===== src/ctok_pkg.sv =====
// Package for the source tokenizer: item and result types, token kinds,
// error codes, keyword table and character class functions.
// No dependencies.
package ctok_pkg;

	// Input item: one source byte and a restart flag.
	typedef struct packed {
		logic [7:0] text_byte;
		logic       new_text;
	} in_item_t;

	// Result item: one byte of token text or a token completion.
	typedef struct packed {
		logic [3:0]  token_kind;
		logic [7:0]  token_char;
		logic        has_char;
		logic        token_done;
		logic [1:0]  error_code;
		logic [23:0] line_number;
		logic        last;
	} result_t;

	// Results produced by one scan step, handed to the result queue.
	typedef struct packed {
		logic [1:0] count;
		result_t    r0;
		result_t    r1;
	} push_t;

	// Scanner modes.
	typedef enum logic [2:0] {
		MODE_IDLE    = 3'd0,
		MODE_IDENT   = 3'd1,
		MODE_NUMBER  = 3'd2,
		MODE_STRING  = 3'd3,
		MODE_LINECOM = 3'd4,
		MODE_BLOCK   = 3'd5,
		MODE_BSTAR   = 3'd6,
		MODE_HOLD    = 3'd7
	} mode_t;

	// Token kinds.
	localparam logic [3:0] KIND_END    = 4'd0;
	localparam logic [3:0] KIND_IDENT  = 4'd8;
	localparam logic [3:0] KIND_STRING = 4'd9;
	localparam logic [3:0] KIND_NUMBER = 4'd10;
	localparam logic [3:0] KIND_INC    = 4'd11;
	localparam logic [3:0] KIND_EQ     = 4'd12;
	localparam logic [3:0] KIND_AND    = 4'd13;
	localparam logic [3:0] KIND_SINGLE = 4'd14;

	// Error codes.
	localparam logic [1:0] ERR_NONE   = 2'd0;
	localparam logic [1:0] ERR_STRING = 2'd1;
	localparam logic [1:0] ERR_BLOCK  = 2'd2;

	// Characters with a special meaning.
	localparam logic [7:0] CH_NUL   = 8'h00;
	localparam logic [7:0] CH_LF    = 8'h0A;
	localparam logic [7:0] CH_CR    = 8'h0D;
	localparam logic [7:0] CH_SPACE = 8'h20;
	localparam logic [7:0] CH_QUOTE = 8'h22;
	localparam logic [7:0] CH_AMP   = 8'h26;
	localparam logic [7:0] CH_STAR  = 8'h2A;
	localparam logic [7:0] CH_PLUS  = 8'h2B;
	localparam logic [7:0] CH_DOT   = 8'h2E;
	localparam logic [7:0] CH_SLASH = 8'h2F;
	localparam logic [7:0] CH_EQ    = 8'h3D;

	// Result queue depth.
	localparam int RQ_DEPTH = 4;
	localparam int RQ_PTR_BITS = 2;

	// Keyword table: int, float, if, for, break, function, include.
	localparam int KW_COUNT = 7;
	localparam logic [7:0] KW_TEXT [KW_COUNT][8] = '{
		'{"i", "n", "t", 8'h00, 8'h00, 8'h00, 8'h00, 8'h00},
		'{"f", "l", "o", "a", "t", 8'h00, 8'h00, 8'h00},
		'{"i", "f", 8'h00, 8'h00, 8'h00, 8'h00, 8'h00, 8'h00},
		'{"f", "o", "r", 8'h00, 8'h00, 8'h00, 8'h00, 8'h00},
		'{"b", "r", "e", "a", "k", 8'h00, 8'h00, 8'h00},
		'{"f", "u", "n", "c", "t", "i", "o", "n"},
		'{"i", "n", "c", "l", "u", "d", "e", 8'h00}
	};
	localparam logic [3:0] KW_LEN [KW_COUNT] = '{
		4'd3, 4'd5, 4'd2, 4'd3, 4'd5, 4'd8, 4'd7
	};

	function automatic logic is_alpha(input logic [7:0] c);
		return (c >= "a" && c <= "z") || (c >= "A" && c <= "Z") || c == "_";
	endfunction

	function automatic logic is_digit(input logic [7:0] c);
		return c >= "0" && c <= "9";
	endfunction

	// Whitespace outside strings: control bytes, space and the high half.
	function automatic logic is_space(input logic [7:0] c);
		return c <= CH_SPACE || c[7];
	endfunction

	function automatic logic is_op_start(input logic [7:0] c);
		return c == CH_PLUS || c == CH_EQ || c == CH_AMP || c == CH_SLASH;
	endfunction

	// Drop keywords that do not match character c at position wl.
	function automatic logic [KW_COUNT-1:0] absorb_hits(
		input logic [KW_COUNT-1:0] hits,
		input logic [3:0]          wl,
		input logic [7:0]          c
	);
		logic [KW_COUNT-1:0] res;
		res = hits;
		for (int k = 0; k < KW_COUNT; k++) begin
			if (!(wl < KW_LEN[k] && KW_TEXT[k][wl[2:0]] == c)) begin
				res[k] = 1'b0;
			end
		end
		return res;
	endfunction

	// Final kind of an identifier: the first keyword still matching in full.
	function automatic logic [3:0] ident_kind(
		input logic [KW_COUNT-1:0] hits,
		input logic [3:0]          wl
	);
		logic [3:0] kind;
		kind = KIND_IDENT;
		for (int k = KW_COUNT - 1; k >= 0; k--) begin
			if (hits[k] && wl == KW_LEN[k]) begin
				kind = 4'(k + 1);
			end
		end
		return kind;
	endfunction

	function automatic result_t mk_result(
		input logic [3:0]  kind,
		input logic [7:0]  ch,
		input logic        has,
		input logic        done,
		input logic [1:0]  err,
		input logic [23:0] line
	);
		result_t r;
		r.token_kind  = kind;
		r.token_char  = has ? ch : 8'h00;
		r.has_char    = has;
		r.token_done  = done;
		r.error_code  = err;
		r.line_number = line;
		r.last        = 1'b0;
		return r;
	endfunction

endpackage


===== src/ctok_lexer.sv =====
// Scan state and the combinational scan step of the tokenizer.
// Depends on ctok_pkg.
module ctok_lexer #(
	parameter int LINE_BITS = 24
) (
	input  logic                clk,
	input  logic                arst_n,
	input  logic                step,
	input  ctok_pkg::in_item_t  item,
	output ctok_pkg::push_t     push
);

	ctok_pkg::mode_t                    mode_q, cur_mode, nxt_mode;
	logic [7:0]                         held_q, cur_held, nxt_held;
	logic [ctok_pkg::KW_COUNT-1:0]      hits_q, cur_hits, nxt_hits;
	logic [3:0]                         wl_q, cur_wl, nxt_wl;
	logic [LINE_BITS-1:0]               line_q, cur_line, nxt_line;
	logic [LINE_BITS+23:0]              line_ext;
	logic [23:0]                        line_out;
	logic [7:0]                         c;
	logic [1:0]                         n;
	ctok_pkg::result_t                  r0, r1, rx;
	logic                               have_rx;
	logic                               go_begin;
	logic                               inc_line;

	// A restart applies before the byte is scanned.
	always_comb begin
		if (item.new_text) begin
			cur_mode = ctok_pkg::MODE_IDLE;
			cur_held = 8'h00;
			cur_hits = '1;
			cur_wl   = 4'd0;
			cur_line = LINE_BITS'(1);
		end else begin
			cur_mode = mode_q;
			cur_held = held_q;
			cur_hits = hits_q;
			cur_wl   = wl_q;
			cur_line = line_q;
		end
	end

	assign c        = item.text_byte;
	assign line_ext = {24'd0, cur_line};
	assign line_out = line_ext[23:0];

	// Mode-specific handling; an item may hand over to the idle handling.
	always_comb begin
		nxt_mode = cur_mode;
		nxt_held = cur_held;
		nxt_hits = cur_hits;
		nxt_wl   = cur_wl;
		go_begin = 1'b0;
		inc_line = 1'b0;
		have_rx  = 1'b0;
		rx       = '0;
		r0       = '0;
		r1       = '0;
		n        = 2'd0;

		case (cur_mode)
			ctok_pkg::MODE_IDENT: begin
				if (ctok_pkg::is_alpha(c) || ctok_pkg::is_digit(c)) begin
					nxt_hits = ctok_pkg::absorb_hits(cur_hits, cur_wl, c);
					nxt_wl   = (cur_wl < 4'd15) ? cur_wl + 4'd1 : cur_wl;
					r0 = ctok_pkg::mk_result(ctok_pkg::KIND_IDENT, c, 1'b1, 1'b0,
						ctok_pkg::ERR_NONE, line_out);
					n = 2'd1;
				end else begin
					r0 = ctok_pkg::mk_result(ctok_pkg::ident_kind(cur_hits, cur_wl), 8'h00,
						1'b0, 1'b1, ctok_pkg::ERR_NONE, line_out);
					n = 2'd1;
					go_begin = 1'b1;
				end
			end
			ctok_pkg::MODE_NUMBER: begin
				if (ctok_pkg::is_digit(c) || c == ctok_pkg::CH_DOT) begin
					r0 = ctok_pkg::mk_result(ctok_pkg::KIND_NUMBER, c, 1'b1, 1'b0,
						ctok_pkg::ERR_NONE, line_out);
					n = 2'd1;
				end else begin
					r0 = ctok_pkg::mk_result(ctok_pkg::KIND_NUMBER, 8'h00, 1'b0, 1'b1,
						ctok_pkg::ERR_NONE, line_out);
					n = 2'd1;
					go_begin = 1'b1;
				end
			end
			ctok_pkg::MODE_STRING: begin
				if (c == ctok_pkg::CH_QUOTE) begin
					r0 = ctok_pkg::mk_result(ctok_pkg::KIND_STRING, 8'h00, 1'b0, 1'b1,
						ctok_pkg::ERR_NONE, line_out);
					n = 2'd1;
					nxt_mode = ctok_pkg::MODE_IDLE;
				end else if (c == ctok_pkg::CH_NUL || c == ctok_pkg::CH_CR ||
						c == ctok_pkg::CH_LF) begin
					r0 = ctok_pkg::mk_result(ctok_pkg::KIND_STRING, 8'h00, 1'b0, 1'b1,
						ctok_pkg::ERR_STRING, line_out);
					n = 2'd1;
					go_begin = 1'b1;
				end else begin
					r0 = ctok_pkg::mk_result(ctok_pkg::KIND_STRING, c, 1'b1, 1'b0,
						ctok_pkg::ERR_NONE, line_out);
					n = 2'd1;
				end
			end
			ctok_pkg::MODE_LINECOM: begin
				if (c == ctok_pkg::CH_NUL || c == ctok_pkg::CH_CR ||
						c == ctok_pkg::CH_LF) begin
					go_begin = 1'b1;
				end
			end
			ctok_pkg::MODE_BLOCK, ctok_pkg::MODE_BSTAR: begin
				if (c == ctok_pkg::CH_NUL) begin
					r0 = ctok_pkg::mk_result(ctok_pkg::KIND_END, 8'h00, 1'b0, 1'b1,
						ctok_pkg::ERR_BLOCK, line_out);
					n = 2'd1;
					nxt_mode = ctok_pkg::MODE_IDLE;
				end else if (c == ctok_pkg::CH_STAR) begin
					nxt_mode = ctok_pkg::MODE_BSTAR;
				end else if (c == ctok_pkg::CH_SLASH && cur_mode == ctok_pkg::MODE_BSTAR) begin
					nxt_mode = ctok_pkg::MODE_IDLE;
				end else begin
					inc_line = (c == ctok_pkg::CH_LF);
					nxt_mode = ctok_pkg::MODE_BLOCK;
				end
			end
			ctok_pkg::MODE_HOLD: begin
				nxt_held = 8'h00;
				if (cur_held == ctok_pkg::CH_SLASH && c == ctok_pkg::CH_STAR) begin
					nxt_mode = ctok_pkg::MODE_BLOCK;
				end else if (cur_held == ctok_pkg::CH_SLASH && c == ctok_pkg::CH_SLASH) begin
					nxt_mode = ctok_pkg::MODE_LINECOM;
				end else if (c == cur_held && cur_held != ctok_pkg::CH_SLASH) begin
					// Two-byte operator: both bytes go out, the second completes it.
					r0 = ctok_pkg::mk_result(
						(cur_held == ctok_pkg::CH_PLUS) ? ctok_pkg::KIND_INC :
						(cur_held == ctok_pkg::CH_EQ) ? ctok_pkg::KIND_EQ : ctok_pkg::KIND_AND,
						cur_held, 1'b1, 1'b0, ctok_pkg::ERR_NONE, line_out);
					r1 = r0;
					r1.token_done = 1'b1;
					n = 2'd2;
					nxt_mode = ctok_pkg::MODE_IDLE;
				end else begin
					r0 = ctok_pkg::mk_result(ctok_pkg::KIND_SINGLE, cur_held, 1'b1, 1'b1,
						ctok_pkg::ERR_NONE, line_out);
					n = 2'd1;
					go_begin = 1'b1;
				end
			end
			default: begin
				go_begin = 1'b1;
			end
		endcase

		// Idle handling: start of a new token, whitespace or end of text.
		if (go_begin) begin
			nxt_mode = ctok_pkg::MODE_IDLE;
			if (c == ctok_pkg::CH_NUL) begin
				rx = ctok_pkg::mk_result(ctok_pkg::KIND_END, 8'h00, 1'b0, 1'b1,
					ctok_pkg::ERR_NONE, line_out);
				have_rx = 1'b1;
			end else if (ctok_pkg::is_space(c)) begin
				inc_line = (c == ctok_pkg::CH_LF);
			end else if (c == ctok_pkg::CH_QUOTE) begin
				nxt_mode = ctok_pkg::MODE_STRING;
			end else if (ctok_pkg::is_alpha(c)) begin
				nxt_mode = ctok_pkg::MODE_IDENT;
				nxt_hits = ctok_pkg::absorb_hits('1, 4'd0, c);
				nxt_wl   = 4'd1;
				rx = ctok_pkg::mk_result(ctok_pkg::KIND_IDENT, c, 1'b1, 1'b0,
					ctok_pkg::ERR_NONE, line_out);
				have_rx = 1'b1;
			end else if (ctok_pkg::is_digit(c)) begin
				nxt_mode = ctok_pkg::MODE_NUMBER;
				rx = ctok_pkg::mk_result(ctok_pkg::KIND_NUMBER, c, 1'b1, 1'b0,
					ctok_pkg::ERR_NONE, line_out);
				have_rx = 1'b1;
			end else if (ctok_pkg::is_op_start(c)) begin
				nxt_mode = ctok_pkg::MODE_HOLD;
				nxt_held = c;
			end else begin
				rx = ctok_pkg::mk_result(ctok_pkg::KIND_SINGLE, c, 1'b1, 1'b1,
					ctok_pkg::ERR_NONE, line_out);
				have_rx = 1'b1;
			end
		end

		// Place the idle handling's result after any earlier one.
		if (have_rx) begin
			if (n == 2'd0) begin
				r0 = rx;
			end else begin
				r1 = rx;
			end
			n = n + 2'd1;
		end

		// Mark the last result of this item.
		if (n == 2'd2) begin
			r1.last = 1'b1;
		end else begin
			r0.last = 1'b1;
		end
	end

	// Saturating line counter.
	assign nxt_line = (inc_line && cur_line != '1) ? cur_line + LINE_BITS'(1) : cur_line;

	assign push.count = step ? n : 2'd0;
	assign push.r0    = r0;
	assign push.r1    = r1;

	// Scan state registers.
	always_ff @(posedge clk or negedge arst_n) begin
		if (!arst_n) begin
			mode_q <= ctok_pkg::MODE_IDLE;
			held_q <= 8'h00;
			hits_q <= '1;
			wl_q   <= 4'd0;
			line_q <= LINE_BITS'(1);
		end else if (step) begin
			mode_q <= nxt_mode;
			held_q <= nxt_held;
			hits_q <= nxt_hits;
			wl_q   <= nxt_wl;
			line_q <= nxt_line;
		end
	end

endmodule


===== src/ctok_rqueue.sv =====
// Result queue of the tokenizer: takes up to two results per cycle and
// hands out one per handshake. Depends on ctok_pkg.
module ctok_rqueue (
	input  logic               clk,
	input  logic               arst_n,
	input  ctok_pkg::push_t    push,
	output logic               room,
	output logic               tok_valid,
	input  logic               tok_ready,
	output ctok_pkg::result_t  tok_item
);

	localparam int CNT_BITS = ctok_pkg::RQ_PTR_BITS + 1;

	ctok_pkg::result_t                entry_q [ctok_pkg::RQ_DEPTH];
	logic [ctok_pkg::RQ_PTR_BITS-1:0] wr_ptr_q, rd_ptr_q, wr_ptr_nx;
	logic [CNT_BITS-1:0]              count_q;
	logic                             pop;

	// Room for the two results a scan step may produce.
	assign room      = count_q <= CNT_BITS'(ctok_pkg::RQ_DEPTH - 2);
	assign tok_valid = count_q != '0;
	assign tok_item  = entry_q[rd_ptr_q];
	assign pop       = tok_valid && tok_ready;
	assign wr_ptr_nx = wr_ptr_q + ctok_pkg::RQ_PTR_BITS'(1);

	// Entry storage.
	always_ff @(posedge clk) begin
		if (push.count != 2'd0) begin
			entry_q[wr_ptr_q] <= push.r0;
		end
		if (push.count == 2'd2) begin
			entry_q[wr_ptr_nx] <= push.r1;
		end
	end

	// Pointers and fill count.
	always_ff @(posedge clk or negedge arst_n) begin
		if (!arst_n) begin
			wr_ptr_q <= '0;
			rd_ptr_q <= '0;
			count_q  <= '0;
		end else begin
			wr_ptr_q <= wr_ptr_q + ctok_pkg::RQ_PTR_BITS'(push.count);
			if (pop) begin
				rd_ptr_q <= rd_ptr_q + ctok_pkg::RQ_PTR_BITS'(1);
			end
			count_q <= count_q + CNT_BITS'(push.count) - CNT_BITS'(pop);
		end
	end

endmodule


===== src/c_like_source_tokenizer.sv =====
// Streaming tokenizer: one source byte per item in, token text and
// completions out. An accepted item is held in the input register and
// scanned once the result queue has room; its results are offered from
// the result queue. One item per cycle is taken while the queue has room;
// the output gives one result per cycle while the receiver is ready, and a
// four-entry result queue absorbs the burst of an item with two results.
// Reset clears the scan mode, keyword state and queue and sets the line to 1.
module c_like_source_tokenizer #(
	parameter int LINE_BITS = 24
) (
	input  logic               clk,
	input  logic               arst_n,
	input  logic               src_valid,
	output logic               src_ready,
	input  ctok_pkg::in_item_t src_item,
	output logic               tok_valid,
	input  logic               tok_ready,
	output ctok_pkg::result_t  tok_item
);

	ctok_pkg::in_item_t item_s1;
	logic               valid_s1;
	logic               room;
	logic               step;
	ctok_pkg::push_t    push;

	// The registered item is scanned once the queue can take its results.
	assign step      = valid_s1 && room;
	assign src_ready = !valid_s1 || step;

	// Input register.
	always_ff @(posedge clk or negedge arst_n) begin
		if (!arst_n) begin
			valid_s1 <= 1'b0;
		end else if (src_ready) begin
			valid_s1 <= src_valid;
		end
	end

	always_ff @(posedge clk) begin
		if (src_valid && src_ready) begin
			item_s1 <= src_item;
		end
	end

	ctok_lexer #(
		.LINE_BITS(LINE_BITS)
	) u_lexer (
		.clk    (clk),
		.arst_n (arst_n),
		.step   (step),
		.item   (item_s1),
		.push   (push)
	);

	ctok_rqueue u_rqueue (
		.clk       (clk),
		.arst_n    (arst_n),
		.push      (push),
		.room      (room),
		.tok_valid (tok_valid),
		.tok_ready (tok_ready),
		.tok_item  (tok_item)
	);

endmodule


===== config.mk =====
export PLATFORM = sky130hd
export DESIGN_NAME = c_like_source_tokenizer
export DESIGN_NICKNAME = d
export VERILOG_FILES = /design/src/ctok_pkg.sv /design/src/ctok_lexer.sv /design/src/ctok_rqueue.sv /design/src/c_like_source_tokenizer.sv
export SDC_FILE = /design/constraint.sdc
export NUM_CORES = 1
export LEC_CHECK = 0
export BUFFER_PORTS_ARGS = -buffer_cell sky130_fd_sc_hd__clkbuf_2
export CAP_MARGIN = 15
export CORE_MARGIN = 5
export CORE_UTILIZATION = 45
export CTS_CLUSTER_DIAMETER = 50
export CTS_CLUSTER_SIZE = 25
export DETAILED_ROUTE_END_ITERATION = 10
export GPL_TIMING_DRIVEN = 0
export MAX_ROUTING_LAYER = met4
export SLEW_MARGIN = 20
export SYNTH_ARGS = -nofsm -noshare
export SYNTH_HDL_FRONTEND = slang
export SYNTH_SLANG_ARGS = --single-unit

===== constraint.sdc =====
create_clock -name clk -period 5.9 [get_ports clk]
set_clock_uncertainty 0.2 [all_clocks]
set_input_delay 1.18 -clock clk [delete_from_list [all_inputs] [get_ports clk]]
set_output_delay 1.18 -clock clk [all_outputs]
set_load 0.05 [all_outputs]

## Yosys cells after proc, flatten, opt, wreduce, memory -nomap -nowiden

Memory sizes are Yosys's and may differ from the RTL's.
Index checks and enable logic that the tools add are counted.

| cells by class | value |
|---|---|
| $add $sub $neg | 8 |
| order comparisons | 15 |
| equal/unequal tests | 40 |
| muxes and demuxes | 136 |
| bitwise gates (word level) | 1 |
| reductions and logical operators | 43 |

Operators by type and width:

| cell | count |
|---|---|
| $mux W41 | 20 |
| $pmux W41 S5 | 1 |
| $mux W8 | 23 |
| $eq A8 B6 Y1 const B | 10 |
| $mux W37 | 2 |
| $mux W4 | 17 |
| $eq A8 B8 Y1 | 8 |
| $mux W7 | 8 |
| $mux W24 | 2 |
| $mux W3 | 15 |
| $mux W1 | 39 |
| $mux W28 | 1 |
| $logic_and A1 B1 Y1 | 25 |
| $add A24 B1 Y24 const B | 1 |
| $eq A7 B8 Y1 const A | 3 |
| $ne A24 B24 Y1 const B | 1 |
| $eq A8 B4 Y1 const B | 2 |
| $ge A8 B7 Y1 const B | 2 |
| $le A8 B6 Y1 const B | 2 |
| $le A8 B7 Y1 const B | 2 |
| $eq A3 B3 Y1 const B | 4 |
| $logic_or A1 B1 Y1 | 11 |
| $mux W2 | 5 |
| $pmux W3 S3 | 1 |
| 29 further kinds | 38 |

| word-level totals | value |
|---|---|
| register bits | 63 |
| RAM bits | 164 |
| memory bits (read-only) | 448 |
| bits of input ports | 13 |
| logic and storage cells | 262 |
| memories | 8 |

Memory list:

| name | depth | width | rd ports | clocked after memory_dff | wr ports | RTL line | source |
|---|---|---|---|---|---|---|---|
| u_rqueue.entry_q | 4 | 41 | 1 | 0 | 2 | ctok_rqueue.sv:15 | `ctok_pkg::result_t entry_q [ctok_pkg::RQ_DEPTH];` |
| (name not given) | 8 | 8 | 1 | 0 | 0 | ctok_pkg.sv:115 | `if (!(wl < KW_LEN[k] && KW_TEXT[k][wl[2:0]] == c)) begin` |
| (name not given) | 8 | 8 | 1 | 0 | 0 | ctok_pkg.sv:115 |  |
| (name not given) | 8 | 8 | 1 | 0 | 0 | ctok_pkg.sv:115 |  |
| (name not given) | 8 | 8 | 1 | 0 | 0 | ctok_pkg.sv:115 |  |
| (name not given) | 8 | 8 | 1 | 0 | 0 | ctok_pkg.sv:115 |  |
| +2 memories | -- | -- | -- | -- | -- | -- |  |

## Depth between registers and ports, before layout

Gate-level depths: netlist of the first run.

| depth | value |
|---|---|
| depth after elaboration | 16 |
| mapped depth | 16 |

## Hierarchy

Synthesis of the first run repeated with hierarchy kept, for this count alone.

| unflattened totals | value |
|---|---|
| cells, all modules | 1120 |
| area, all modules | 13464.2 um^2 |

Modules (own cells, without submodules):

| module | times used | cells an instance | area each (um^2) | seq. area each (um^2) |
|---|---|---|---|---|
| ctok_rqueue | 1 | 438 | 8369.3 | 5099.9 |
| ctok_lexer | 1 | 668 | 4764.6 | 1161.1 |
| c_like_source_tokenizer | 1 | 14 | 330.3 | 295.3 |

## Least setup slack after synthesis of the first run

OpenSTA, ideal clock, no wires.

| path | value |
|---|---|
| kind | register -> register |
| from | register item_s1[8] in the netlist's numbering |
| to | memory u_rqueue.entry_q[0][0] in the netlist's numbering (enable) |
| arrival | 3609 ps |
| required time | 5174 ps |
| slack | 1565 ps |
| stages on the path, launching flop included | 13 |
| path buffers | 2 |
| clock period less this slack | 4335 ps |
| cell sequence | edfxtp_1 buf_2 o32ai_1 nand3_1 nor2_1 inv_1 ha_1 inv_1 o211ai_1 mux2_4 nand2_1 buf_2 nand2_1 |

RTL lines:

| item | RTL line | source |
|---|---|---|
| start: declaration | c_like_source_tokenizer.sv:21 | `ctok_pkg::in_item_t item_s1;` |
| start signal: assignment | c_like_source_tokenizer.sv:42 | `item_s1 <= src_item;` |
| end: declaration | ctok_rqueue.sv:15 |  |

==> results.txt, run 1 <==
----------------------------------------------------
[CTS]
  H-tree depth ... 1
  Clock latency at the later pin of the worst-skew pair ... 0.53 ns
  Gates resized, CTS repair ... 0
  Hold-fix buffers, CTS ... 0
  TritonCTS clock tree ... yes
  CTS root buffer ... clkbuf_16
  Clock tree sinks ... 227
  Clock transition at the registers of the reported paths ... 0.06 ns
  CTS Buffer Depth ... 3
  Inserted Clock Buffers ... 26
  Buffer count from post-CTS setup fixing ... 0

[Finish]
  Final Instance Area ... 14,300 µm²
  # fillers ... 2,513
  Most common cell after layout, fill and taps aside ... edfxtp_1
  Number of diodes ... 0
  Post-layout nets ... 1,240
  Footprint of the multi-input gates ... 5720 µm²
  FF+latch area ... 6480 µm²
  Fraction of layout instances using a drive strength above 1 ... 0.204
  Final cell count without fillers ... 1,611
  Top library cells by usage in the layout, fill and taps aside ... edfxtp_1, nor2_1, nand2_1, clkbuf_2, dfrtp_1
  Core Util, Final ... 0.516
  Area added between synthesis and finish ... 13.5%

[Power]
  Power share of the combinational group ... 0.455
  Part of the total power dissipated in the clock network ... 0.238
  Largest vdd supply drop ... 0.000213 V
  Internal ... 3.70 mW
  LEAKAGE ... 4.87 nW
  Switching Share ... 0.436
  Switching power summed over all nets ... 2.86 mW
  Portion of total power attributed to sequential cells ... 0.307
  Power per cell area ... 457 nW/µm²
  Power consumption ... 6.56 mW

[Setup path]
  Required time worst endpoint ... 5.93 ns
  Worst r2r path cells ... 15
  CP Capture Type ... flop
  Startpoint-to-endpoint class of the critical path ... flop to flop
  Sort of element at the start of the critical path ... flop
  CP Cell Sequence ... buf_2 -> nor2_1 -> o21ai_0 -> a32oi_2 -> nand3_1 -> nor2_1 -> inv_1 -> ha_1 -> inv_1 -> o31ai_2 -> buf_2 -> nand2_2 -> buf_2 -> nand2_2 -> buf_12
  Most frequent CP cell ... buf_2
  Register-to-register path setup slack ... 0.86 ns
  Critical Path Slowest Stage Cell ... edfxtp_1
  Bufs and invs on worst path ... 6
  Arrival time at the worst endpoint ... 5.07 ns
  Delay of the slowest critical-path stage ... 0.45 ns
  R2R Path Start ... item_s1[7]$_DFFE_PP_
  Crit-path leading delay family ... simple AND/OR/NAND/NOR gates
  Worst R2R End ... u_rqueue.entry_q[2][8]$_DFFE_PP_
  Worst-path maximum fanout ... 26

[Synthesis]
  Distinct cell type count after synthesis ... 97
  Post-synth net total ... 1,152
  Yosys warning total ... 0
  Count of flip-flops with a built-in enable after synthesis ... 165
  Gate count of the mapped netlist ... 1,125
  Primary FF master, synth ... edfxtp_1
  Sequential element share of the synthesized area ... 0.512
  Mapped Area ... 12,600 µm²
  Synth Register Bits ... 227
  Average instance area after synthesis ... 11.2 µm²
  Share of synthesized flip-flops with an asynchronous set or reset ... 0.238

[Placed design]
  Dpl cells ... 1,563
  Placed cell area ... 13,500 µm²
  Final estimated routing congestion in global placement ... 0.984
  Count of input and output buffers ... 55
  Detailed placer's ending HPWL ... 24.9 mm
  Place WS ... 0.998 ns

[STA]
  Maximum clock rate ... 198 MHz
  Minimum hold slack ... 0.294 ns
  Share of the clock period used by the worst path ... 0.855
  Setup TNS Final ... 0 ns
  Total count of max-transition violations in the final report ... 0
  Unrepaired setup endpoints after global routing ... no
  Slew HR ... 0.363
  Min setup slack post-route ... 0.857 ns
  Number of hold violations in the final report ... 0
  Final min period ... 5.04 ns
  # setup viols final ... 0
  Actual slew at the worst max-slew pin ... 0.955 ns

[Floorplan]
  Die X-Extent ... 178 µm
  FP Rows ... 61
  Core area ... 27,800 µm²
  Floorplan die height ... 178 µm
  Initial Utilization ... 0.455
  Die Area ... 31,500 µm²
  I/O Pins ... 56

[Status]
  Run status ... complete, no violations

[Routing]
  Detailed-route DRC error count ... 0
  Via Count ... 9,559
  Initial DRC Count ... 924
  Wirelength, routed ... 34.9 mm
  Number of search-and-repair iterations in the first detailed-routing pass ... 5
  Antenna Nets Post-Route ... 0
  Number of vias per cell ... 5.93
  Wire length per cell ... 21.7 µm

[Hold path]
  Worst hold path class ... flop to flop
  Hold path startpoint ... u_rqueue.entry_q[2][26]$_SDFFE_PP0N_
  Count of cells along the worst hold path ... 1
  Hold EP ... u_rqueue.entry_q[2][26]$_SDFFE_PP0N_

[GRT]
  Vias in the first global route ... 9,486
  Global route overflow ... 0
  Number of antenna violations at the first check in global routing ... 0
  First-pass GRT wire length ... 55.3 mm
  Overall global routing resource usage ... 0.230
  Maximum number of pins on one net before global-route repair ... 40

[Flow run]
  Number of max-cap violations ... 0

----------------------------------------------------
==> power by group through the flow <==
stage	clock [mW]	sequential, mW	combinational (mW)
2_1_floorplan	0	2.02	2.26
3_3_place_gp	0	2.05	2.94
3_5_place_dp	0	2.04	2.99
4_1_cts	1.58	2.01	3.00
5_1_grt	1.65	2.03	3.18
6_report	1.56	2.01	2.98
==> cells in the mapped netlist (all sizes together), types with 22 or more instances <==
| library cell | n | area, µm² |
|---|---|---|
| a21oi | 27 | 139 |
| buf | 38 | 246 |
| clkbuf | 37 | 140 |
| dfrtp | 46 | 1150 |
| edfxtp | 165 | 4950 |
| mux4 | 41 | 923 |
| nand2 | 113 | 432 |
| nand3 | 31 | 160 |
| nor2 | 162 | 661 |
| nor3 | 29 | 150 |
| o21ai | 42 | 225 |
| o22ai | 42 | 263 |
| xnor2 | 32 | 280 |
| xor2 | 22 | 193 |
==> cells by family after synthesis <==
kind of cell    count (synthesis)  share of synthesized area
compound gates                235                      0.141
xor+xnor                       54                     0.0374
flops                         227                      0.512
buf+inv                        94                     0.0362
simple gates                  452                      0.179
mux                            49                     0.0800
fa+ha+maj                      14                     0.0145
==> per-layer routing <==
metal,track usage,part of all wire,vias up,wire [µm]
li1,-,-,4422,-
met1,0.326,0.45,4817,15800
met2,0.361,0.47,277,16500
met3,0.0260,0.056,43,1950
met4,0.0503,0.018,0,621
met5,-,0,-,0
==> sequential cells by signal, summed over array words and instances (netlist names) <==
register	count
valid_s1	1
u_lexer.wl_q	4
u_rqueue.rd_ptr_q	2
u_rqueue.count_q	3
item_s1	9
u_lexer.line_q	24
u_lexer.hits_q	7
u_lexer.held_q	8
u_lexer.mode_q	3
u_rqueue.wr_ptr_q	2
u_rqueue.entry_q	164
==> worst max-delay path by stage <==
stage / start / end / cells after the start
final: item_s1[7]$_DFFE_PP_ / u_rqueue.entry_q[2][8]$_DFFE_PP_ / 15
after global routing: item_s1[7]$_DFFE_PP_ / u_rqueue.entry_q[0][8]$_DFFE_PP_ / 15
after CTS: item_s1[7]$_DFFE_PP_ / u_rqueue.entry_q[0][1]$_DFFE_PP_ / 15
after detailed placement: item_s1[7]$_DFFE_PP_ / u_rqueue.entry_q[2][7]$_DFFE_PP_ / 15
after global placement: item_s1[7]$_DFFE_PP_ / u_rqueue.entry_q[3][7]$_DFFE_PP_ / 14
after floorplan: item_s1[8]$_DFFE_PP_ / u_rqueue.entry_q[0][0]$_DFFE_PP_ / 12
==> worst reg2reg max path: cells and delay by family (launching register included) <==
| kind | cells | cell delay [ns] |
|---|---|---|
| simple gates | 5 | 1.53 |
| buf+inv | 6 | 1.30 |
| compound gates | 3 | 0.95 |
| flops | 1 | 0.45 |
| fa+ha+maj | 1 | 0.30 |
==> area by class of cell <==
cell class / count / share of cell area
buffer: 75 / 0.0270
timing repair buffer: 60 / 0.0269
clock inverter: 13 / 0.00934
multi-input combinational: 804 / 0.399
sequential: 227 / 0.452
tap: 378 / 0.0330
clock buffer: 35 / 0.0484
inverter: 19 / 0.00497
(Power assumes the default switching activity.)
==> inputs of run 2 (changes only) <==
--- a/config.mk
+++ b/config.mk
@@ -14,6 +14,7 @@
 export DETAILED_ROUTE_END_ITERATION = 10
 export GPL_TIMING_DRIVEN = 0
 export MAX_ROUTING_LAYER = met4
+export PLACE_DENSITY = 0.68
 export SLEW_MARGIN = 20
 export SYNTH_ARGS = -nofsm -noshare
 export SYNTH_HDL_FRONTEND = slang
==> run 2 against run 1 <==
Against the previous run: wire length fell by 1.6%; sequential cell count unchanged; critical path type unchanged; via count rose by 1.8%; critical path depth unchanged; setup slack gained 0.10 ns; utilization is 0.23 points higher; highest routed layer unchanged; cell area rose by 0.45%; largest cell class unchanged; hold slack lost 0.0037 ns.
==> results.txt, run 2 (synthesized netlist as in run 1, its figures left out) <==
----------------------------------------------------
[Status]
  Run status ... complete, no violations (unchanged)

[STA]
  Actual slew at the worst max-slew pin ... 0.992 ns (was 0.955 ns)
  Number of hold violations in the final report ... 0 (unchanged)
  # setup viols final ... 0 (unchanged)
  Final min period ... 4.94 ns (was 5.04 ns)
  Setup TNS Final ... 0 ns (unchanged)
  Total count of max-transition violations in the final report ... 0 (unchanged)
  Share of the clock period used by the worst path ... 0.837 (was 0.855)
  Minimum hold slack ... 0.290 ns (was 0.294 ns)
  Min setup slack post-route ... 0.961 ns (was 0.857 ns)
  Maximum clock rate ... 202 MHz (was 198 MHz)
  Slew HR ... 0.334 (was 0.363)
  Unrepaired setup endpoints after global routing ... no (unchanged)

[Placed design]
  Final estimated routing congestion in global placement ... 0.946 (was 0.984)
  Count of input and output buffers ... 55 (unchanged)
  Place WS ... 1.09 ns (was 0.998 ns)
  Detailed placer's ending HPWL ... 24.5 mm (was 24.9 mm)
  Dpl cells ... 1,563 (unchanged)
  Placed cell area ... 13,500 µm² (about the same)

[Setup path]
  Register-to-register path setup slack ... 0.96 ns (was 0.86 ns)
  Sort of element at the start of the critical path ... flop (unchanged)
  R2R Path Start ... item_s1[7]$_DFFE_PP_ (unchanged)
  Worst R2R End ... u_rqueue.entry_q[0][8]$_DFFE_PP_ (was u_rqueue.entry_q[2][8]$_DFFE_PP_)
  Worst-path maximum fanout ... 26 (unchanged)
  CP Capture Type ... flop (unchanged)
  Arrival time at the worst endpoint ... 5.01 ns (was 5.07 ns)
  Startpoint-to-endpoint class of the critical path ... flop to flop (unchanged)
  Required time worst endpoint ... 5.97 ns (was 5.93 ns)
  Worst r2r path cells ... 15 (unchanged)

[Routing]
  Detailed-route DRC error count ... 0 (unchanged)
  Initial DRC Count ... 1,097 (was 924)
  Wire length per cell ... 21.3 µm (was 21.7 µm)
  Wirelength, routed ... 34.3 mm (was 34.9 mm)
  Number of vias per cell ... 6.04 (was 5.93)
  Via Count ... 9,729 (was 9,559)
  Number of search-and-repair iterations in the first detailed-routing pass ... 5 (unchanged)
  Antenna Nets Post-Route ... 0 (unchanged)

[GRT]
  Vias in the first global route ... 9,640 (was 9,486)
  First-pass GRT wire length ... 54.8 mm (was 55.3 mm)
  Overall global routing resource usage ... 0.227 (was 0.230)
  Maximum number of pins on one net before global-route repair ... 34 (was 40)
  Number of antenna violations at the first check in global routing ... 1 (was 0)
  Global route overflow ... 0 (unchanged)

[CTS]
  TritonCTS clock tree ... yes (unchanged)
  CTS Buffer Depth ... 3 (unchanged)
  Inserted Clock Buffers ... 26 (unchanged)
  Gates resized, CTS repair ... 0 (unchanged)
  Hold-fix buffers, CTS ... 0 (unchanged)
  Clock latency at the later pin of the worst-skew pair ... 0.53 ns (about the same)
  Buffer count from post-CTS setup fixing ... 0 (unchanged)
  CTS root buffer ... clkbuf_16 (unchanged)
  Clock tree sinks ... 227 (unchanged)
  Clock transition at the registers of the reported paths ... 0.07 ns (was 0.06 ns)
  H-tree depth ... 1 (unchanged)

[Finish]
  Final Instance Area ... 14,400 µm² (was 14,300 µm²)
  Area added between synthesis and finish ... 14.0% (was 13.5%)
  Fraction of layout instances using a drive strength above 1 ... 0.208 (was 0.204)
  Top library cells by usage in the layout, fill and taps aside ... edfxtp_1, nor2_1, nand2_1, clkbuf_2, dfrtp_1 (unchanged)
  FF+latch area ... 6480 µm² (unchanged)
  Number of flip-flops in the largest register ... 164 (unchanged)
  Core Util, Final ... 0.518 (was 0.516)
  Final cell count without fillers ... 1,612 (was 1,611)
  Most common cell after layout, fill and taps aside ... edfxtp_1 (unchanged)
  Largest register by flop count ... u_rqueue.entry_q (unchanged)
  # fillers ... 2,468 (was 2,513)
  Footprint of the multi-input gates ... 5710 µm² (was 5720 µm²)
  Registers with the highest flip-flop counts ... u_rqueue.entry_q x164, u_lexer.line_q x24, item_s1 x9 (unchanged)
  Post-layout nets ... 1,240 (unchanged)

[Floorplan]
  Die X-Extent ... 178 µm (unchanged)
  FP Rows ... 61 (unchanged)
  Die Area ... 31,500 µm² (unchanged)
  I/O Pins ... 56 (unchanged)
  Initial Utilization ... 0.455 (unchanged)
  Floorplan die height ... 178 µm (unchanged)
  Core area ... 27,800 µm² (unchanged)

[Power]
  LEAKAGE ... 4.89 nW (was 4.87 nW)
  Power per cell area ... 462 nW/µm² (was 457 nW/µm²)
  Power consumption ... 6.65 mW (was 6.56 mW)
  Largest vdd supply drop ... 0.000243 V (was 0.000213 V)

[Flow run]
  Number of max-cap violations ... 0 (unchanged)

[Hold path]
  Count of cells along the worst hold path ... 1 (unchanged)
  Hold EP ... u_rqueue.entry_q[0][25]$_SDFFE_PP0P_ (was u_rqueue.entry_q[2][26]$_SDFFE_PP0N_)
  Worst hold path class ... flop to flop (unchanged)
  Hold path startpoint ... u_rqueue.entry_q[0][25]$_SDFFE_PP0P_ (was u_rqueue.entry_q[2][26]$_SDFFE_PP0N_)

----------------------------------------------------
[run 2: cell count changes in the layout (fill, tap and decap cells not counted), moves of 2 or more]
| cell | before | now |
|---|---|---|
| clkbuf_1 | 44 | 38 |
| clkinv_2 | 3 | 1 |
| clkinv_4 | 3 | 1 |
| clkinv_8 | 1 | 3 |
| clkinvlp_4 | 0 | 4 |
[run 2: report_power, final]
part	leakage [nW]	internal, mW	switching (mW)	total (mW)
clock	0.427	0.925	0.738	1.66
sequential	2.30	1.92	0.0949	2.01
combinational	2.17	0.890	2.09	2.98
[run 2: layout make-up]
type                    count  area share
diodes                      1    0.000174
plain buffers              75      0.0268
clock buffers              29      0.0474
clock inverters            19      0.0153
inverters                  19     0.00495
multi-input cells         804       0.397
flip-flops and latches    227       0.450
well taps                 378      0.0328
repair buffers             60      0.0262
[run 2: per-layer routing]
metal	GRT usage	share of wire	routed length, µm
met1	0.312	0.43	14600
met2	0.357	0.48	16300
met3	0.0305	0.075	2570
met4	0.0609	0.024	818
met5	-	0	0
[run 2: worst max-delay path by stage]
stage / endpoint / cells after the start / startpoint / slack [ns]
after floorplan: u_rqueue.entry_q[0][0]$_DFFE_PP_ / 12 / item_s1[8]$_DFFE_PP_ / 1.56
after global placement: u_rqueue.entry_q[0][7]$_DFFE_PP_ / 14 / item_s1[7]$_DFFE_PP_ / 0.19
after detailed placement: u_rqueue.entry_q[1][10]$_DFFE_PP_ / 14 / item_s1[7]$_DFFE_PP_ / 1.09
after CTS: u_rqueue.entry_q[1][10]$_DFFE_PP_ / 14 / item_s1[7]$_DFFE_PP_ / 1.05
after global routing: u_rqueue.entry_q[1][10]$_DFFE_PP_ / 14 / item_s1[7]$_DFFE_PP_ / 0.73
final: u_rqueue.entry_q[0][8]$_DFFE_PP_ / 15 / item_s1[7]$_DFFE_PP_ / 0.96
[run 2: critical path: stages, from the launching register on]
cell and delay (ns):
edfxtp_1 0.44, buf_2 0.23, nor2_1 0.31, o21ai_0 0.20, a32oi_2 0.35, nand3_1 0.33
nor2_1 0.26, inv_1 0.16, ha_1 0.31, inv_1 0.17, o211ai_1 0.16, mux2_4 0.37
nand2_1 0.19, buf_2 0.30, nand2_2 0.35, buf_12 0.30
==> inputs of run 3 (changes only) <==
--- a/config.mk
+++ b/config.mk
@@ -5,6 +5,7 @@
 export SDC_FILE = /design/constraint.sdc
 export NUM_CORES = 1
 export LEC_CHECK = 0
+export ABC_AREA = 1
 export BUFFER_PORTS_ARGS = -buffer_cell sky130_fd_sc_hd__clkbuf_2
 export CAP_MARGIN = 15
 export CORE_MARGIN = 5
==> constraint.sdc (replaced) <==
create_clock -name clk -period 4.8 [get_ports clk]
set_clock_uncertainty 0.2 [all_clocks]
set_input_delay 0.96 -clock clk [delete_from_list [all_inputs] [get_ports clk]]
set_output_delay 0.96 -clock clk [all_outputs]
set_load 0.05 [all_outputs]
==> run 3 against run 2 <==
Against the previous run: critical path depth grew 7; wire length grew 42%; largest cell class is now multi-input gates; cell area grew 12%; combinational power grew 67%; clock-buffer cell count is the same; critical endpoint is now u_rqueue.entry_q[1][29]$_DFFE_PP_; sequential power grew 27%; utilization shrank 0.30 points; setup slack lost 0.68 ns.
==> results.txt, run 3 <==
----------------------------------------------------
[Synthesis]
  Yosys warning total ... 0 (unchanged)
  Gate count of the mapped netlist ... 1,855 (was 1,125)
  Distinct cell type count after synthesis ... 52 (was 97)
  Top cell types by occurrence after synthesis ... nand2_1, nor2_1, nand3_1 (was edfxtp_1, nor2_1, nand2_1)
  Post-synth net total ... 1,882 (was 1,152)
  Primary FF master, synth ... edfxtp_1 (unchanged)
  Mapped Area ... 14,300 µm² (was 12,600 µm²)
  Sequential element share of the synthesized area ... 0.454 (was 0.512)
  Share of Yosys cell area claimed by the top area cell type ... 0.348 (was 0.392)
  Cell type with the largest total area after synthesis ... edfxtp_1 (unchanged)
  Average instance area after synthesis ... 7.69 µm² (was 11.2 µm²)
  Synth Register Bits ... 227 (unchanged)
  Cells taking the most area after synthesis ... edfxtp_1, nand3_1, dfrtp_1 (was edfxtp_1, dfrtp_1, mux4_2)
  Share of synthesized flip-flops with an asynchronous set or reset ... 0.238 (unchanged)
  Most used standard cell by instance count after synthesis ... nand2_1 (was edfxtp_1)
  Count of flip-flops with a built-in enable after synthesis ... 165 (unchanged)

[Setup path]
  Startpoint-to-endpoint class of the critical path ... flop to flop (unchanged)
  Arrival time at the worst endpoint ... 4.55 ns (was 5.01 ns)
  Sort of element at the start of the critical path ... flop (unchanged)
  Required time worst endpoint ... 4.83 ns (was 5.97 ns)
  CP Capture Type ... flop (unchanged)
  Worst-path maximum fanout ... 23 (was 26)

[GRT]
  Overall global routing resource usage ... 0.278 (was 0.227)
  Global route overflow ... 0 (unchanged)
  Maximum number of pins on one net before global-route repair ... 46 (was 34)
  Vias in the first global route ... 13,651 (was 9,640)
  Number of antenna violations at the first check in global routing ... 0 (was 1)
  First-pass GRT wire length ... 77.0 mm (was 54.8 mm)

[STA]
  # setup viols final ... 0 (unchanged)
  Unrepaired setup endpoints after global routing ... no (unchanged)
  Min setup slack post-route ... 0.280 ns (was 0.961 ns)
  Maximum clock rate ... 221 MHz (was 202 MHz)
  Minimum hold slack ... 0.0751 ns (was 0.290 ns)
  Actual slew at the worst max-slew pin ... 0.964 ns (was 0.992 ns)
  Final min period ... 4.52 ns (was 4.94 ns)
  Number of hold violations in the final report ... 0 (unchanged)
  Slew HR ... 0.357 (was 0.334)
  Total count of max-transition violations in the final report ... 0 (unchanged)
  Share of the clock period used by the worst path ... 0.942 (was 0.837)

[Placed design]
  Final estimated routing congestion in global placement ... 0.959 (was 0.946)
  Count of input and output buffers ... 55 (unchanged)
  Detailed placer's ending HPWL ... 35.9 mm (was 24.5 mm)
  Place WS ... 0.220 ns (was 1.09 ns)

[CTS]
  CTS Buffer Depth ... 3 (unchanged)
  H-tree depth ... 1 (unchanged)
  CTS root buffer ... clkbuf_16 (unchanged)
  Clock latency at the later pin of the worst-skew pair ... 0.55 ns (was 0.53 ns)
  Clock transition at the registers of the reported paths ... 0.06 ns (was 0.07 ns)
  Inserted Clock Buffers ... 28 (was 26)
  Clock tree sinks ... 227 (unchanged)
  TritonCTS clock tree ... yes (unchanged)

[Power]
  Switching power summed over all nets ... 5.00 mW (was 2.92 mW)
  Power share of the combinational group ... 0.507 (was 0.448)
  Power per cell area ... 608 nW/µm² (was 462 nW/µm²)
  Switching Share ... 0.508 (was 0.439)
  Portion of total power attributed to sequential cells ... 0.260 (was 0.302)
  LEAKAGE ... 6.15 nW (was 4.89 nW)
  Internal ... 4.84 mW (was 3.73 mW)
  Largest vdd supply drop ... 0.000285 V (was 0.000243 V)
  Part of the total power dissipated in the clock network ... 0.232 (was 0.250)

[Finish]
  Most common cell after layout, fill and taps aside ... nand2_1 (was edfxtp_1)
  Post-layout nets ... 1,971 (was 1,240)
  Number of flip-flops in the largest register ... 164 (unchanged)
  Number of diodes ... 0 (was 1)
  Largest register by flop count ... u_rqueue.entry_q (unchanged)
  Registers with the highest flip-flop counts ... u_rqueue.entry_q x164, u_lexer.line_q x24, item_s1 x9 (unchanged)
  Area added between synthesis and finish ... 13.5% (was 14.0%)
  Fraction of layout instances using a drive strength above 1 ... 0.106 (was 0.208)
  Top library cells by usage in the layout, fill and taps aside ... nand2_1, nor2_1, nand3_1, edfxtp_1, inv_1 (was edfxtp_1, nor2_1, nand2_1, clkbuf_2, dfrtp_1)

[Routing]
  Wirelength, routed ... 48.9 mm (was 34.3 mm)
  Number of search-and-repair iterations in the first detailed-routing pass ... 6 (was 5)
  Number of vias per cell ... 5.91 (was 6.04)
  Antenna Nets Post-Route ... 0 (unchanged)
  Detailed-route DRC error count ... 0 (unchanged)
  Initial DRC Count ... 1,810 (was 1,097)
  Via Count ... 13,995 (was 9,729)
  Wire length per cell ... 20.7 µm (was 21.3 µm)

[Floorplan]
  Core area ... 31,400 µm² (was 27,800 µm²)
  Die Area ... 35,300 µm² (was 31,500 µm²)
  Initial Utilization ... 0.454 (was 0.455)
  I/O Pins ... 56 (unchanged)
  Floorplan die height ... 188 µm (was 178 µm)
  Die X-Extent ... 188 µm (was 178 µm)
  FP Rows ... 65 (was 61)

[Hold path]
  Worst hold path class ... primary input to async pin (was flop to flop)

[Status]
  Run status ... complete, no violations (unchanged)

[Flow run]
  Number of max-cap violations ... 0 (unchanged)

----------------------------------------------------
run 3: cell types whose count changed in the layout (fill, tap and decap cells not counted), moves of 35 or more:
cell and delta:
inv_1 +136, mux4_2 -41, nand2_1 +195, nand3_1 +207, nand4_1 +35, nor2_1 +120
o21ai_0 +95, o21ai_1 +128
run 3: critical path, stage by stage (launching register included):
cell,delay (ns)
edfxtp_1,0.37
buf_6,0.16
inv_4,0.07
buf_6,0.17
nand2_2,0.12
nand2_1,0.08
nand2_1,0.05
inv_1,0.05
nand2_1,0.06
nor2_1,0.11
nand3_2,0.18
nor2_1,0.20
inv_1,0.09
clkbuf_1,0.21
ha_1,0.33
nand3_1,0.12
nand2_1,0.19
nand2_2,0.16
inv_4,0.17
nand3_2,0.16
buf_2,0.27
nand2_2,0.39
buf_12,0.27
run 3: cell type report:
| type | count | area [µm²] |
|---|---|---|
| clock buffers | 29 | 704 |
| multi-input cells | 1337 | 6590 |
| clock inverters | 23 | 320 |
| well taps | 402 | 503 |
| inverters | 175 | 664 |
| repair buffers | 59 | 373 |
| flip-flops and latches | 227 | 6480 |
| fillers | 3067 | 15200 |
| plain buffers | 116 | 551 |
run 3: cells by family (layout without fill, tap and decap cells):
kind of cell | count (synthesis) | after routing | share of synthesized area
AOI/OAI and AO/OA | 364 | 364 | 0.137
xor gates and xnor gates | 42 | 42 | 0.0258
adders and majority gates | 14 | 14 | 0.0128
buffers and inverters | 291 | 402 | 0.0852
DFF | 227 | 227 | 0.454
muxes | 1 | 1 | 0.000702
and+or+nand+nor | 916 | 916 | 0.284
run 3: path summary, 6_finish.rpt:
check	depth (start not counted)	end	slack (ns)	from
hold reg to reg	2	u_lexer.hits_q[1]$_DFFE_PN1P_	0.27	u_lexer.hits_q[1]$_DFFE_PN1P_
max in group asynchronous	2	u_lexer.hits_q[4]$_DFFE_PN1P_	3.76	arst_n
hold / removal	1	u_lexer.line_q[4]$_DFFE_PN0P_	0.08	arst_n
setup / recovery	22	u_rqueue.entry_q[1][29]$_DFFE_PP_	0.28	item_s1[0]$_DFFE_PP_
setup reg to reg	22	u_rqueue.entry_q[1][29]$_DFFE_PP_	0.28	item_s1[0]$_DFFE_PP_
min in group clk	2	u_lexer.hits_q[1]$_DFFE_PN1P_	0.27	u_lexer.hits_q[1]$_DFFE_PN1P_
run 3: layer usage:
metal / vias to the layer above / part of all wire / GRT usage / wire [µm]
li1: 6534 / - / - / -
met1: 6592 / 0.42 / 0.371 / 20400
met2: 772 / 0.46 / 0.447 / 22700
met3: 97 / 0.092 / 0.0374 / 4490
met4: 0 / 0.028 / 0.0759 / 1350
met5: - / 0 / - / 0
run 3: per-stage QoR:
| stage | utilization | std cells | area (µm²) | power (mW) | TNS (ns) |
|---|---|---|---|---|---|
| 6_report | 0.515 | 2368 | 16200 | 9.84 | 0 |
| 5_1_grt | 0.515 | 2368 | 16200 | 10.3 | 0 |
| 4_1_cts | 0.515 | 2368 | 16200 | 9.80 | 0 |
| 3_5_place_dp | 0.483 | 2316 | 15100 | 7.51 | 0 |
| 3_3_place_gp | 0.479 | 2312 | 15000 | 7.43 | -89.85 |
| 2_1_floorplan | - | 1855 | 14300 | 5.94 | 0 |
run 3: power by group through the flow:
stage | Sequential (mW) | Combinational [mW] | Clock [mW]
floorplan | 2.57 | 3.37 | 0
global placement | 2.61 | 4.83 | 0
detailed placement | 2.60 | 4.91 | 0
CTS | 2.56 | 4.93 | 2.31
global route | 2.58 | 5.30 | 2.40
finish | 2.56 | 4.99 | 2.29
run 3: what timing repair did:
item                                    CTS  global route
gates resized for setup                   0             2
endpoints found under the setup margin    0            44
hold buffers                              0             0
setup buffers                             0             0
